`src/rtl/core/gydr_pkg.sv`:
```
// Shared types and constants of the yaw gyro delta reporter.
// Holds the sequencer state codes, control/status structs and fixed-point constants.
// No dependencies.
package gydr_pkg;

  // Configuration port geometry and register indexes
  localparam int CFG_IDX_W  = 3;
  localparam int CFG_DATA_W = 27;

  localparam logic [CFG_IDX_W-1:0] CFG_RATE_BIAS      = 3'd0;
  localparam logic [CFG_IDX_W-1:0] CFG_INVERT_SIGN    = 3'd1;
  localparam logic [CFG_IDX_W-1:0] CFG_FILTER_ALPHA   = 3'd2;
  localparam logic [CFG_IDX_W-1:0] CFG_RATE_DEADBAND  = 3'd3;
  localparam logic [CFG_IDX_W-1:0] CFG_SEND_THRESHOLD = 3'd4;
  localparam logic [CFG_IDX_W-1:0] CFG_MAX_SILENCE_US = 3'd5;
  localparam logic [CFG_IDX_W-1:0] CFG_MAX_GAP_US     = 3'd6;

  // Register reset values
  localparam logic [16:0] ALPHA_RST     = 17'd16384;
  localparam logic [23:0] DEADBAND_RST  = 24'd22938;
  localparam logic [26:0] THRESHOLD_RST = 27'd209715;
  localparam logic [23:0] SILENCE_RST   = 24'd200000;
  localparam logic [23:0] MAX_GAP_RST   = 24'd100000;

  // Arithmetic constants
  localparam logic [16:0] ALPHA_ONE     = 17'h10000;
  localparam logic [23:0] TIMER_MAX     = 24'hFFFFFF;
  localparam logic [15:0] RATE_HALF     = 16'd65;         // half of 131
  localparam logic [49:0] DIST_HALF     = 50'd31250;      // half of 62500
  localparam logic [28:0] SILENCE_FLOOR = 29'd1048;       // 0.001 degree, Q8.20

  // Constant divisors and their reciprocals, 2^39/131 and 2^47/62500 rounded down
  localparam logic [31:0] DIV_RATE = 32'd131;
  localparam logic [31:0] DIV_DIST = 32'd62500;
  localparam logic [31:0] RCP_RATE = 32'd4196609266;
  localparam logic [31:0] RCP_DIST = 32'd2251799813;

  // Sequencer states, one-hot
  typedef enum logic [15:0] {
    S_IDLE = 16'h0001,
    S_DA   = 16'h0002,   // multiply by reciprocal
    S_DB   = 16'h0004,   // multiply quotient estimate back by divisor
    S_DC   = 16'h0008,   // correct quotient digit
    S_RATE = 16'h0010,
    S_BIAS = 16'h0020,
    S_DIFF = 16'h0040,
    S_FMUL = 16'h0080,
    S_FSUM = 16'h0100,
    S_FRND = 16'h0200,
    S_DBND = 16'h0400,
    S_DMUL = 16'h0800,
    S_DNUM = 16'h1000,
    S_ACC  = 16'h2000,
    S_DEC  = 16'h4000,
    S_OUT  = 16'h8000
  } state_t;

  // Status from the datapath to the sequencer
  typedef struct packed {
    logic start;      // accepted item is a usable sample
    logic last;       // current quotient digit is the last one
    logic sel_dist;   // divider works on the distance term
    logic report;     // pending delta must be sent
    logic out_free;   // output register can take a result
  } stat_t;

  // Control from the sequencer to the datapath
  typedef struct packed {
    state_t st;
    logic   mul_go;
  } ctrl_t;

endpackage

```
`src/rtl/core/gydr_mul.sv`:
```
// Shared 32x32 unsigned multiplier with a registered product.
// Depends on nothing; operands are selected by the datapath.
module gydr_mul (
  input  logic        clk,
  input  logic        en,
  input  logic [31:0] a,
  input  logic [31:0] b,
  output logic [63:0] p_r
);

  logic [63:0] p_nxt;

  // Form the product
  assign p_nxt = 64'(a) * 64'(b);

  // Hold the product until the next multiply step
  always_ff @(posedge clk) begin
    if (en) begin
      p_r <= p_nxt;
    end
  end

endmodule

```
`src/rtl/core/gydr_seq.sv`:
```
// Step sequencer of the yaw gyro delta reporter.
// Depends on gydr_pkg for the state codes and the control/status structs.
module gydr_seq (
  input  logic            clk,
  input  logic            rst_n,
  input  gydr_pkg::stat_t stat,
  output gydr_pkg::ctrl_t ctl
);
  import gydr_pkg::*;

  state_t st_r;
  state_t st_nxt;

  // Advance through the per-sample steps
  always_comb begin
    st_nxt = st_r;
    unique case (st_r)
      S_IDLE: if (stat.start) st_nxt = S_DA;
      S_DA:   st_nxt = S_DB;
      S_DB:   st_nxt = S_DC;
      S_DC: begin
        if (!stat.last) begin
          st_nxt = S_DA;
        end else if (stat.sel_dist) begin
          st_nxt = S_ACC;
        end else begin
          st_nxt = S_RATE;
        end
      end
      S_RATE: st_nxt = S_BIAS;
      S_BIAS: st_nxt = S_DIFF;
      S_DIFF: st_nxt = S_FMUL;
      S_FMUL: st_nxt = S_FSUM;
      S_FSUM: st_nxt = S_FRND;
      S_FRND: st_nxt = S_DBND;
      S_DBND: st_nxt = S_DMUL;
      S_DMUL: st_nxt = S_DNUM;
      S_DNUM: st_nxt = S_DA;
      S_ACC:  st_nxt = S_DEC;
      S_DEC:  st_nxt = stat.report ? S_OUT : S_IDLE;
      S_OUT:  if (stat.out_free) st_nxt = S_IDLE;
      default: st_nxt = S_IDLE;
    endcase
  end

  always_ff @(posedge clk) begin
    if (!rst_n) begin
      st_r <= S_IDLE;
    end else begin
      st_r <= st_nxt;
    end
  end

  // Drive the datapath
  assign ctl.st     = st_r;
  assign ctl.mul_go = (st_r == S_DA) || (st_r == S_DB) || (st_r == S_FMUL) || (st_r == S_DMUL);

endmodule

```
`src/rtl/core/gyro_yaw_delta_reporter_core.sv`:
```
// Top level of the yaw gyro delta reporter: registers, datapath and handshakes.
// Depends on gydr_pkg, gydr_seq and gydr_mul.
//
// Usage:
//   Input channel (in_valid/in_ready) takes one item per gyro read: a raw yaw
//   sample, a read-ok flag and the microseconds since the previous item. The
//   first item after reset only primes the timers. Failed reads and samples
//   whose gap is zero or above max_gap_us are accepted and give no result.
//   A usable sample runs through one shared 32x32 multiplier under a step
//   sequencer: the division by 131 is one reciprocal step and the division by
//   62500 takes three, each step a reciprocal multiply, a back multiply and a
//   correction; in_ready is low while the item occupies the block.
//   A result (out_valid/out_ready) is loaded in the report step and waits
//   in the output register until taken; the next item is accepted
//   while it waits. If a new report is due while the old one is still not
//   taken, the block holds in its report step.
//   Configuration writes (cfg_valid/cfg_ready) are always taken and belong in
//   idle time. Reset (rst_n low, synchronous) clears state and timers, restores
//   the register defaults and empties the output register.
module gyro_yaw_delta_reporter_core (
  input  logic                               clk,
  input  logic                               rst_n,
  input  logic                               in_valid,
  output logic                               in_ready,
  input  logic signed [15:0]                 in_rate_raw,
  input  logic                               in_sample_ok,
  input  logic [19:0]                        in_elapsed_us,
  output logic                               out_valid,
  input  logic                               out_ready,
  output logic signed [28:0]                 out_yaw_delta,
  input  logic                               cfg_valid,
  output logic                               cfg_ready,
  input  logic [gydr_pkg::CFG_IDX_W-1:0]     cfg_index,
  input  logic [gydr_pkg::CFG_DATA_W-1:0]    cfg_data
);
  import gydr_pkg::*;

  // Saturating timer add
  function automatic logic [23:0] tmr_add(input logic [23:0] t, input logic [19:0] e);
    logic [24:0] s;
    s = {1'b0, t} + {5'd0, e};
    return s[24] ? TIMER_MAX : s[23:0];
  endfunction

  // Saturate to the 26-bit rate range
  function automatic logic signed [25:0] sat26(input logic signed [28:0] v);
    if (v > 29'sd33554431) begin
      return 26'sh1FFFFFF;
    end else if (v < -29'sd33554432) begin
      return 26'sh2000000;
    end
    return v[25:0];
  endfunction

  // Saturate to the 29-bit angle range
  function automatic logic signed [28:0] sat29(input logic signed [35:0] v);
    if (v > 36'sd268435455) begin
      return 29'sh0FFFFFFF;
    end else if (v < -36'sd268435456) begin
      return 29'sh10000000;
    end
    return v[28:0];
  endfunction

  // Configuration registers
  logic signed [24:0] bias_r;
  logic               invert_r;
  logic [16:0]        alpha_r;
  logic [23:0]        deadband_r;
  logic [26:0]        thresh_r;
  logic [23:0]        max_sil_r;
  logic [23:0]        max_gap_r;

  // Persistent state
  logic               primed_r;
  logic signed [25:0] f_r;
  logic signed [28:0] pending_r;
  logic [23:0]        gap_r;
  logic [23:0]        tsr_r;
  logic               out_valid_r;
  logic signed [28:0] out_data_r;

  // Working registers
  logic [31:0]        v_r;
  logic [24:0]        q0_r;
  logic [34:0]        quo_r;
  logic [31:0]        num_r;
  logic [1:0]         cnt_r;
  logic               sel_r;
  logic               neg_r;
  logic               sgn_r;
  logic [26:0]        mag_r;
  logic signed [26:0] y_r;
  logic signed [44:0] n_r;
  logic [23:0]        dt_r;

  ctrl_t       ctl;
  stat_t       stat;
  logic [63:0] p_r;
  logic [31:0] mul_a;
  logic [31:0] mul_b;

  logic               in_fire;
  logic               out_free;
  logic [23:0]        gap_sum;
  logic [15:0]        raw_mag;
  logic [16:0]        alpha_eff;
  logic [31:0]        d_const;
  logic [31:0]        rcp_const;
  logic [24:0]        q0_w;
  logic [31:0]        rem;
  logic               corr;
  logic [24:0]        qd;
  logic [31:0]        rf;
  logic signed [26:0] qs;
  logic signed [26:0] be;
  logic signed [26:0] ydiff;
  logic signed [26:0] fe;
  logic signed [26:0] dpos;
  logic signed [26:0] dneg;
  logic signed [44:0] fsh;
  logic signed [44:0] p45;
  logic signed [44:0] rs;
  logic [25:0]        fm;
  logic [49:0]        s50;
  logic signed [35:0] pe;
  logic signed [35:0] qe;
  logic signed [35:0] acc_sum;
  logic [28:0]        pm;

  gydr_seq u_seq (
    .clk   (clk),
    .rst_n (rst_n),
    .stat  (stat),
    .ctl   (ctl)
  );

  gydr_mul u_mul (
    .clk (clk),
    .en  (ctl.mul_go),
    .a   (mul_a),
    .b   (mul_b),
    .p_r (p_r)
  );

  // Handshakes
  assign in_ready  = (ctl.st == S_IDLE);
  assign in_fire   = in_valid && in_ready;
  assign out_free  = !out_valid_r || out_ready;
  assign cfg_ready = 1'b1;
  assign out_valid     = out_valid_r;
  assign out_yaw_delta = out_data_r;

  // Input item decode
  assign gap_sum   = tmr_add(gap_r, in_elapsed_us);
  assign raw_mag   = in_rate_raw[15] ? 16'(-in_rate_raw) : 16'(in_rate_raw);
  assign alpha_eff = (alpha_r[16] && (alpha_r[15:0] != 16'd0)) ? ALPHA_ONE : alpha_r;

  // Divider by constant: reciprocal estimate, back multiply, one-step correction
  assign d_const   = sel_r ? DIV_DIST : DIV_RATE;
  assign rcp_const = sel_r ? RCP_DIST : RCP_RATE;
  assign q0_w      = sel_r ? 25'(p_r[63:47]) : p_r[63:39];
  assign rem       = v_r - p_r[31:0];
  assign corr      = (rem >= d_const);
  assign qd        = q0_r + 25'(corr);
  assign rf        = corr ? (rem - d_const) : rem;

  // Rate, bias and filter difference
  assign qs    = {2'b00, quo_r[24:0]};
  assign be    = {{2{bias_r[24]}}, bias_r};
  assign ydiff = invert_r ? (be - y_r) : (y_r - be);
  assign fe    = {f_r[25], f_r};
  assign dpos  = y_r - fe;
  assign dneg  = fe - y_r;

  // Filter update and rounding, ties away from zero
  assign fsh = {{3{f_r[25]}}, f_r, 16'd0};
  assign p45 = {3'd0, p_r[41:0]};
  assign rs  = n_r + (n_r[44] ? 45'sd32767 : 45'sd32768);
  assign fm  = f_r[25] ? 26'(-f_r) : 26'(f_r);

  // Distance numerator, accumulation and report test
  assign s50     = p_r[49:0] + DIST_HALF;
  assign pe      = {{7{pending_r[28]}}, pending_r};
  assign qe      = {1'b0, quo_r};
  assign acc_sum = sgn_r ? (pe - qe) : (pe + qe);
  assign pm      = pending_r[28] ? 29'(-pending_r) : 29'(pending_r);

  // Status to the sequencer
  assign stat.start    = in_fire && primed_r && in_sample_ok && (gap_sum != 24'd0) &&
                         (gap_sum <= max_gap_r);
  assign stat.last     = (cnt_r == 2'd0);
  assign stat.sel_dist = sel_r;
  assign stat.report   = (pm >= {2'b00, thresh_r}) ||
                         ((tsr_r >= max_sil_r) && (pm > SILENCE_FLOOR));
  assign stat.out_free = out_free;

  // Select multiplier operands per step
  always_comb begin
    case (ctl.st)
      S_DA: begin
        mul_a = v_r;
        mul_b = rcp_const;
      end
      S_DB: begin
        mul_a = 32'(q0_w);
        mul_b = d_const;
      end
      S_FMUL: begin
        mul_a = 32'(alpha_eff);
        mul_b = 32'(mag_r);
      end
      S_DMUL: begin
        mul_a = 32'(mag_r);
        mul_b = 32'(dt_r);
      end
      default: begin
        mul_a = 32'd0;
        mul_b = 32'd0;
      end
    endcase
  end

  // Configuration writes
  always_ff @(posedge clk) begin
    if (!rst_n) begin
      bias_r     <= 25'sd0;
      invert_r   <= 1'b0;
      alpha_r    <= ALPHA_RST;
      deadband_r <= DEADBAND_RST;
      thresh_r   <= THRESHOLD_RST;
      max_sil_r  <= SILENCE_RST;
      max_gap_r  <= MAX_GAP_RST;
    end else if (cfg_valid && cfg_ready) begin
      unique case (cfg_index)
        CFG_RATE_BIAS:      bias_r     <= cfg_data[24:0];
        CFG_INVERT_SIGN:    invert_r   <= cfg_data[0];
        CFG_FILTER_ALPHA:   alpha_r    <= cfg_data[16:0];
        CFG_RATE_DEADBAND:  deadband_r <= cfg_data[23:0];
        CFG_SEND_THRESHOLD: thresh_r   <= cfg_data[26:0];
        CFG_MAX_SILENCE_US: max_sil_r  <= cfg_data[23:0];
        CFG_MAX_GAP_US:     max_gap_r  <= cfg_data[23:0];
        default: ;
      endcase
    end
  end

  // Timers, filter state, pending delta and output register control
  always_ff @(posedge clk) begin
    if (!rst_n) begin
      primed_r    <= 1'b0;
      f_r         <= 26'sd0;
      pending_r   <= 29'sd0;
      gap_r       <= 24'd0;
      tsr_r       <= 24'd0;
      out_valid_r <= 1'b0;
    end else begin
      // Prime on the first item, then advance the report timer and advance the gap timer or clear it on a good read
      if (in_fire) begin
        if (!primed_r) begin
          primed_r <= 1'b1;
          gap_r    <= 24'd0;
          tsr_r    <= 24'd0;
        end else begin
          gap_r <= in_sample_ok ? 24'd0 : gap_sum;
          tsr_r <= tmr_add(tsr_r, in_elapsed_us);
        end
      end
      if (ctl.st == S_FRND) begin
        f_r <= sat26(rs[44:16]);
      end
      // Drop filtered rates inside the deadband
      if ((ctl.st == S_DBND) && ({2'b00, fm} < {4'd0, deadband_r})) begin
        f_r <= 26'sd0;
      end
      if (ctl.st == S_ACC) begin
        pending_r <= sat29(acc_sum);
      end
      // Load a report, or let the receiver drain the output register
      if ((ctl.st == S_OUT) && out_free) begin
        out_valid_r <= 1'b1;
        pending_r   <= 29'sd0;
        tsr_r       <= 24'd0;
      end else if (out_ready) begin
        out_valid_r <= 1'b0;
      end
    end
  end

  // Working registers of the arithmetic steps
  always_ff @(posedge clk) begin
    if ((ctl.st == S_OUT) && out_free) begin
      out_data_r <= pending_r;
    end
    case (ctl.st)
      S_IDLE: begin
        if (stat.start) begin
          v_r   <= {raw_mag, RATE_HALF};
          neg_r <= in_rate_raw[15];
          dt_r  <= gap_sum;
          sel_r <= 1'b0;
          cnt_r <= 2'd0;
          quo_r <= 35'd0;
        end
      end
      S_DB: q0_r <= q0_w;
      S_DC: begin
        quo_r <= {quo_r[18:0], 16'd0} + 35'(qd);
        if (cnt_r != 2'd0) begin
          v_r   <= {rf[15:0], num_r[31:16]};
          num_r <= {num_r[15:0], 16'd0};
          cnt_r <= cnt_r - 2'd1;
        end
      end
      S_RATE: y_r <= neg_r ? -qs : qs;
      S_BIAS: y_r <= 27'(sat26({{2{ydiff[26]}}, ydiff}));
      S_DIFF: begin
        sgn_r <= dpos[26];
        mag_r <= dpos[26] ? 27'(dneg) : 27'(dpos);
      end
      S_FSUM: n_r <= sgn_r ? (fsh - p45) : (fsh + p45);
      S_DBND: begin
        sgn_r <= f_r[25];
        mag_r <= ({2'b00, fm} < {4'd0, deadband_r}) ? 27'd0 : 27'(fm);
      end
      S_DNUM: begin
        v_r   <= {14'd0, s50[49:32]};
        num_r <= s50[31:0];
        cnt_r <= 2'd2;
        sel_r <= 1'b1;
        quo_r <= 35'd0;
      end
      default: ;
    endcase
  end

  // Corrected remainder always lies below the divisor
  a_dc_rem: assert property (@(posedge clk) disable iff (!rst_n)
    (ctl.st == S_DC) |-> (rf < d_const))
    else $error("divider remainder not below divisor");

  // A loaded report clears the pending delta and the report timer
  a_out_load: assert property (@(posedge clk) disable iff (!rst_n)
    ((ctl.st == S_OUT) && out_free) |=> (out_valid_r && (pending_r == 29'sd0) &&
                                         (tsr_r == 24'd0)))
    else $error("report did not load output or clear state");

  // After the deadband step the rate magnitude is zero or at least the deadband
  a_dband: assert property (@(posedge clk) disable iff (!rst_n)
    (ctl.st == S_DBND) |=> ((mag_r == 27'd0) || (mag_r >= {3'd0, $past(deadband_r)})))
    else $error("rate inside deadband passed on");

  // A good read on a primed block always consumes the gap
  a_gap_clear: assert property (@(posedge clk) disable iff (!rst_n)
    (in_fire && primed_r && in_sample_ok) |=> (gap_r == 24'd0))
    else $error("gap not cleared by good sample");

endmodule
```
`config.mk`:
```
export PLATFORM = sky130hd
export DESIGN_NAME = gyro_yaw_delta_reporter_core
export DESIGN_NICKNAME = d
export VERILOG_FILES = /design/src/rtl/core/gydr_pkg.sv /design/src/rtl/core/gydr_mul.sv /design/src/rtl/core/gydr_seq.sv /design/src/rtl/core/gyro_yaw_delta_reporter_core.sv
export SDC_FILE = /design/constraint.sdc
export NUM_CORES = 2
export LEC_CHECK = 0
export ABC_AREA = 0
export BUFFER_PORTS_ARGS = -buffer_cell sky130_fd_sc_hd__buf_2
export CAP_MARGIN = 20
export CELL_PAD_IN_SITES_DETAIL_PLACEMENT = 1
export CELL_PAD_IN_SITES_GLOBAL_PLACEMENT = 1
export CORE_MARGIN = 2
export CORE_UTILIZATION = 50
export CTS_CLUSTER_DIAMETER = 50
export DETAILED_ROUTE_END_ITERATION = 6
export PLACE_DENSITY = 0.79
export SETUP_SLACK_MARGIN = 0.3
export SYNTH_ARGS = -nofsm -noshare
export SYNTH_HDL_FRONTEND = slang
export SYNTH_HIERARCHICAL = 1
export SYNTH_SLANG_ARGS = --single-unit
```
`constraint.sdc`:
```
create_clock -name clk -period 12.6 [get_ports clk]
set_input_delay 2.52 -clock clk [delete_from_list [all_inputs] [get_ports clk]]
set_output_delay 2.52 -clock clk [all_outputs]
set_load 0.005 [all_outputs]
```
# Yosys cells after proc, flatten, opt, wreduce, memory -nomap -nowiden
# Index checks and enable logic that the tools add are counted.
# op_classes
n_addsub,21
n_bitwise,1
reduce_logical,41
n_lt_le_gt_ge,12
muxes,65
mul,1
eq_ne,25
# ops
op,n
$pmux 16 s16,1
$pmux 32 s4,2
$mux 26,8
$mux 16,8
$mux 24,5
$mux 29,4
$pmux 27 s2,2
$pmux 35 s3,1
$mux 32,3
$pmux 32 s3,1
$mux 27,3
$mul 32x32->64,1
$pmux 32 s2,1
$add 24x20->25,2
$add 50x15->50 const B,1
$add 45x17->45,1
$mux 45,1
$add 42x43->44,1
$sub 42x43->44,1
$add 29x36->36,1
$gt 36x29->1 const B,1
$lt 36x29->1 const B,1
$mux 36,1
$sub 29x36->36,1
66 further kinds,114
# word_totals
inputBits,72
ff_bits,608

# Longest topological paths before layout
# depth
word_depth,8
mapped_depth,42

# By module
# The synthesis kept the hierarchy.
# by_module_without_submodules
module,instances,area_each_um2,cells_per_inst
gyro_yaw_delta_reporter_core,1,41845.1,5035
gydr_mul,1,35430.2,3797
gydr_seq,1,942.2,106

# Worst setup path before layout
# No wires, ideal clock.
# synth_timing
path_type,flip-flop to flip-flop
start,reg u_seq.st_r[8]
end,reg u_mul.p_r[52] (data pin)
slack_ps,2415
setup_time_ps,258
synth_period_minus_slack_ps,10185
arrival_time_ps,9927
stages_incl_launch_ff,37
required_ps,12342
cell_sequence,dfxtp_1 > or3_1 > nor4b_1 > nand3_1 > nor3b_1 > clkbuf_1 > clkbuf_1 > a222oi_1 > nand2_1 > clkbuf_1 > and2_1 > fa_1 > fa_1 > fa_1 > inv_1 > fa_1 > inv_1 > fa_1 > inv_1 > fa_1 > inv_1 > fa_1 > inv_1 > fa_1 > inv_1 > ha_1 > clkdlybuf4s15_2 > nand3_1 > nor2_1 > a221oi_1 > a21boi_2 > o21a_1 > o211a_1 > nor3_1 > or3_1 > a21oi_1 > xnor2_1
# synth_via
elab_chain_len,3
# synth_lines
element,line,text
"start, declared",gydr_seq.sv:11,state_t st_r;
"start signal, assigned",gydr_seq.sv:50,st_r <= st_nxt;
$eq 16x12->1 (tied with other cells),gyro_yaw_delta_reporter_core.sv:200,case (ctl.st)
$pmux 32 s4 *,gyro_yaw_delta_reporter_core.sv:200,
via mul_a[12],gyro_yaw_delta_reporter_core.sv:100,logic [31:0] mul_a;
$mul 32x32->64 *,gydr_mul.sv:14,assign p_nxt = 64'(a) * 64'(b);
via u_mul.p_nxt[52],gydr_mul.sv:11,logic [63:0] p_nxt;
"end signal, assigned",gydr_mul.sv:19,p_r <= p_nxt;
"end, declared",gydr_mul.sv:8,output logic [63:0] p_r
# Mark *: on every way through the listed nets, which the timed path passes. The rest lies on a longest branch.
# A chain may end at the register's enable or synchronous reset.

# Final worst setup path
# layout_timing
start,reg u_seq.st_r[13]
end,reg u_mul.p_r[63] (data pin)
# layout_via
elab_chain_len,3
# layout_lines
element,line,text
$eq 16x12->1 (tied with other cells),gyro_yaw_delta_reporter_core.sv:200,
$pmux 32 s4 *,gyro_yaw_delta_reporter_core.sv:200,
via mul_b[15],gyro_yaw_delta_reporter_core.sv:101,logic [31:0] mul_b;
$mul 32x32->64 *,gydr_mul.sv:14,
via u_mul.p_nxt[63],gydr_mul.sv:11,
# Marks and branches as above.

==> metrics <==
Routed WL per cell 26.5 um; min-delay worst type reg -> reg; setup slack at placement 1.26 ns; RSZ-0062 raised after global routing false; fin crit period 11.49 ns; max frequency 0.0870 GHz; CP max stage delay 0.83 ns; Max stage delay cell, worst path a221o_1; row count 145; Most used DFF post-synth edfxtp_1; DR vias/cell 6.07; Seq pwr share 0.389; H-tree levels 3; Reg clk slew, reported paths 0.06 ns; Starting Density 0.502; Sw Share 0.308; CP Data Required Time 13.06 ns; total track usage 0.365; Area growth, synth to finish 7.65%; status complete, but fails checks; cell area after layout 84,200 um2; vias in the first global route 71,200; crit path max fanout 31; Final Hold Vio Count 0; Slew Limit Fails 0; WHS Endpoint max_gap_r[13]$_SDFFE_PN0P_; PortBufs 102; Final Net Count 10,500; Worst Hold Slack 0.465 ns; max cap viols 0; worst-margin pin slew 1.14 ns; post-CTS setup buffer count 0; WHS Path Cells 2; clock power share 0.468; Seq/Total Area, Yosys 0.199; hold path start max_gap_r[13]$_SDFFE_PN0P_; Combinational Power Share 0.142; die width 400 um; HPWL Detailed 228,000 um; DRC viols 38; CTS resizes 0; post-route setup slack 1.11 ns; top cells by area, synth fa_1, edfxtp_1, ha_1; Worst setup EP type register; Inserted Clock Buffers 89; cell mode on critical path fa_1; vias 66,700; Clock Sinks 607; Seq cells post-synth 607; Post-synth EDFFs 344; DRT Wirelength 291,000 um; Layout Skew 0.0556 ns; Multi-input gate area 56,200 um2; Internal Power 3.91 mW; normalized max-slew margin 0.235; clock root cell clkbuf_16; placed inst area 80,800 um2; first-pass GRT wire length 439,000 um; ANT nets after route 0; switching pwr 1.74 mW; initial DRC count 5,716; violated checks design-rule violations; Synth area leader fa_1; reg2reg end u_mul/p_r[63]$_DFFE_PP_; cells after synthesis 8,938; total chip power 5.65 mW; reg2reg start u_seq/st_r[13]$_SDFFE_PN0P_; critical path arrival 11.95 ns; antenna violations before repair 20; R2R setup slack 1.11 ns; CTS max path bufs 3; Pre-Repair DR Iteration Count 7; length in cells of the worst reg-to-reg path 32; GPL Wtd Cong 0.965; Async S/R FF share, synth 0; static leakage 37.9 nW; setup violators final 0; power per standard cell area 67.1 nW/um2; share of cells above drive strength 1 0.0619; CORE AREA 156,000 um2; IO Count 104; CTS tree yes; die height 400 um; die area 160,000 um2; Netlist cell types 111; synthesized cell area 78,200 um2; grt total ovfl 0; Tcrit/Tclk final 0.912; fill count 18,100; register area 15,600 um2; post-synth net total 10,600; final setup TNS 0 ns; CP Class reg -> reg; Ys Warns 6; Clock Latency Late Sink 0.74 ns; CTS Hold Bufs 0; largest net degree at the start of global routing 124; peak supply drop 105 uV; Yosys top cell area share 0.232; Startpoint Class register; syn avg cell area 8.75 um2
-- sequential cells by signal, summed over array words and instances (netlist names), 25 cells and up --
signal,flops
u_mul/p_r,64
n_r,44
quo_r,35
num_r,32
v_r,32
out_yaw_delta,29
pending_r,29
mag_r,27
thresh_r,27
y_r,27
f_r,26
bias_r,25
q0_r,25
-- logic make-up after synthesis --
kind of cell,synth area share
AOI/OAI and AO/OA,0.136
and+or+nand+nor,0.183
buffers and inverters,0.0842
muxes,0.00629
other,0.0000479
DFF,0.199
xor gates and xnor gates,0.0521
adders and majority gates,0.339
-- power groups by stage --
stage                     clock network (mW)  registers (mW)  logic [mW]
final                                   2.65            2.20       0.804
after global routing                    2.75            2.20       0.868
after global placement                     0            2.23       0.740
after CTS                               2.67            2.19       0.776
after floorplan                            0            2.19       0.492
after detailed placement                   0            2.24       0.770
-- cells in the mapped netlist (24+ instances only) --
cell type	count
a211oi_1	29
a21boi_0	127
a21o_1	155
a21oi_1	372
a222oi_1	24
a22oi_1	45
a31oi_1	36
and2_1	631
and3_1	44
clkbuf_1	422
dfxtp_1	263
edfxtp_1	344
fa_1	907
ha_1	669
inv_1	1277
mux2i_1	30
nand2_1	1143
nand2b_1	57
nand3_1	150
nand4_1	84
nor2_1	366
nor2b_1	100
nor3_1	110
nor4_1	30
o211ai_1	45
o21a_1	59
o21ai_0	376
o21bai_1	48
o22ai_1	42
o31ai_1	36
or3_1	43
xnor2_1	321
xor2_1	142
-- layer usage --
metal,share of wire,global-route usage,vias to the layer above
li1,-,-,29100
met1,0.40,0.476,34100
met2,0.46,0.585,2728
met3,0.084,0.0705,734
met4,0.051,0.167,10
met5,0.00022,0,-
-- through the flow --
stage,util,std cells
floorplan,-,8938
global placement,0.519,10800
CTS,0.539,11000
global route,0.540,11000
detailed placement,0.519,10800
finish,0.540,11000
-- worst max-delay path: cells and delay by family (launching register included) --
kind / cells / cell delay [ns]
compound gates: 6 / 2.24
xor+xnor: 1 / 0.15
fa+ha+maj: 9 / 4.57
buf+inv: 6 / 1.15
flops: 1 / 0.46
simple gates: 10 / 2.61
-- placed cells by master (no fill, tap or decap), types with 43 or more instances in the layout --
master and instances:
inv_1 1276, nand2_1 1143, fa_1 907, ha_1 669, and2_1 631, o21ai_0 374, a21oi_1 372, nor2_1 363
edfxtp_1 344, xnor2_1 321, dfxtp_1 263, a21o_1 155, nand3_1 149, buf_4 149, xor2_1 142, a21boi_0 127
nor3_1 107, buf_2 101, nor2b_1 99, clkbuf_16 92, nand4_1 84, o21a_1 59, nand2b_1 57, o21bai_1 48
o211ai_1 45, and3_1 44, a22oi_1 44, or3_1 43
-- worst max-delay path by stage --
stage	slack, ns	startpoint	endpoint	cells after the start
5_1_grt	0.66	u_seq/st_r[13]$_SDFFE_PN0P_	u_mul/p_r[63]$_DFFE_PP_	33
4_1_cts	1.25	u_seq/st_r[13]$_SDFFE_PN0P_	u_mul/p_r[63]$_DFFE_PP_	33
3_5_place_dp	1.26	u_seq/st_r[13]$_SDFFE_PN0P_	u_mul/p_r[59]$_DFFE_PP_	33
6_report	1.11	u_seq/st_r[13]$_SDFFE_PN0P_	u_mul/p_r[63]$_DFFE_PP_	32
2_1_floorplan	2.41	u_seq/st_r[8]$_SDFFE_PN0P_	u_mul/p_r[52]$_DFFE_PP_	36
3_3_place_gp	1.52	u_seq/st_r[13]$_SDFFE_PN0P_	u_mul/p_r[59]$_DFFE_PP_	33
-- layout make-up --
type,instances,share of cell area
Clock buffer,104,0.0282
Multi-Input combinational cell,6600,0.667
Inverter,1279,0.0570
Sequential cell,607,0.185
Timing Repair Buffer,262,0.0223
Antenna cell,8,0.000238
Tap cell,2058,0.0306
Clock inverter,64,0.00942
Power figures use the tool's default switching activity.
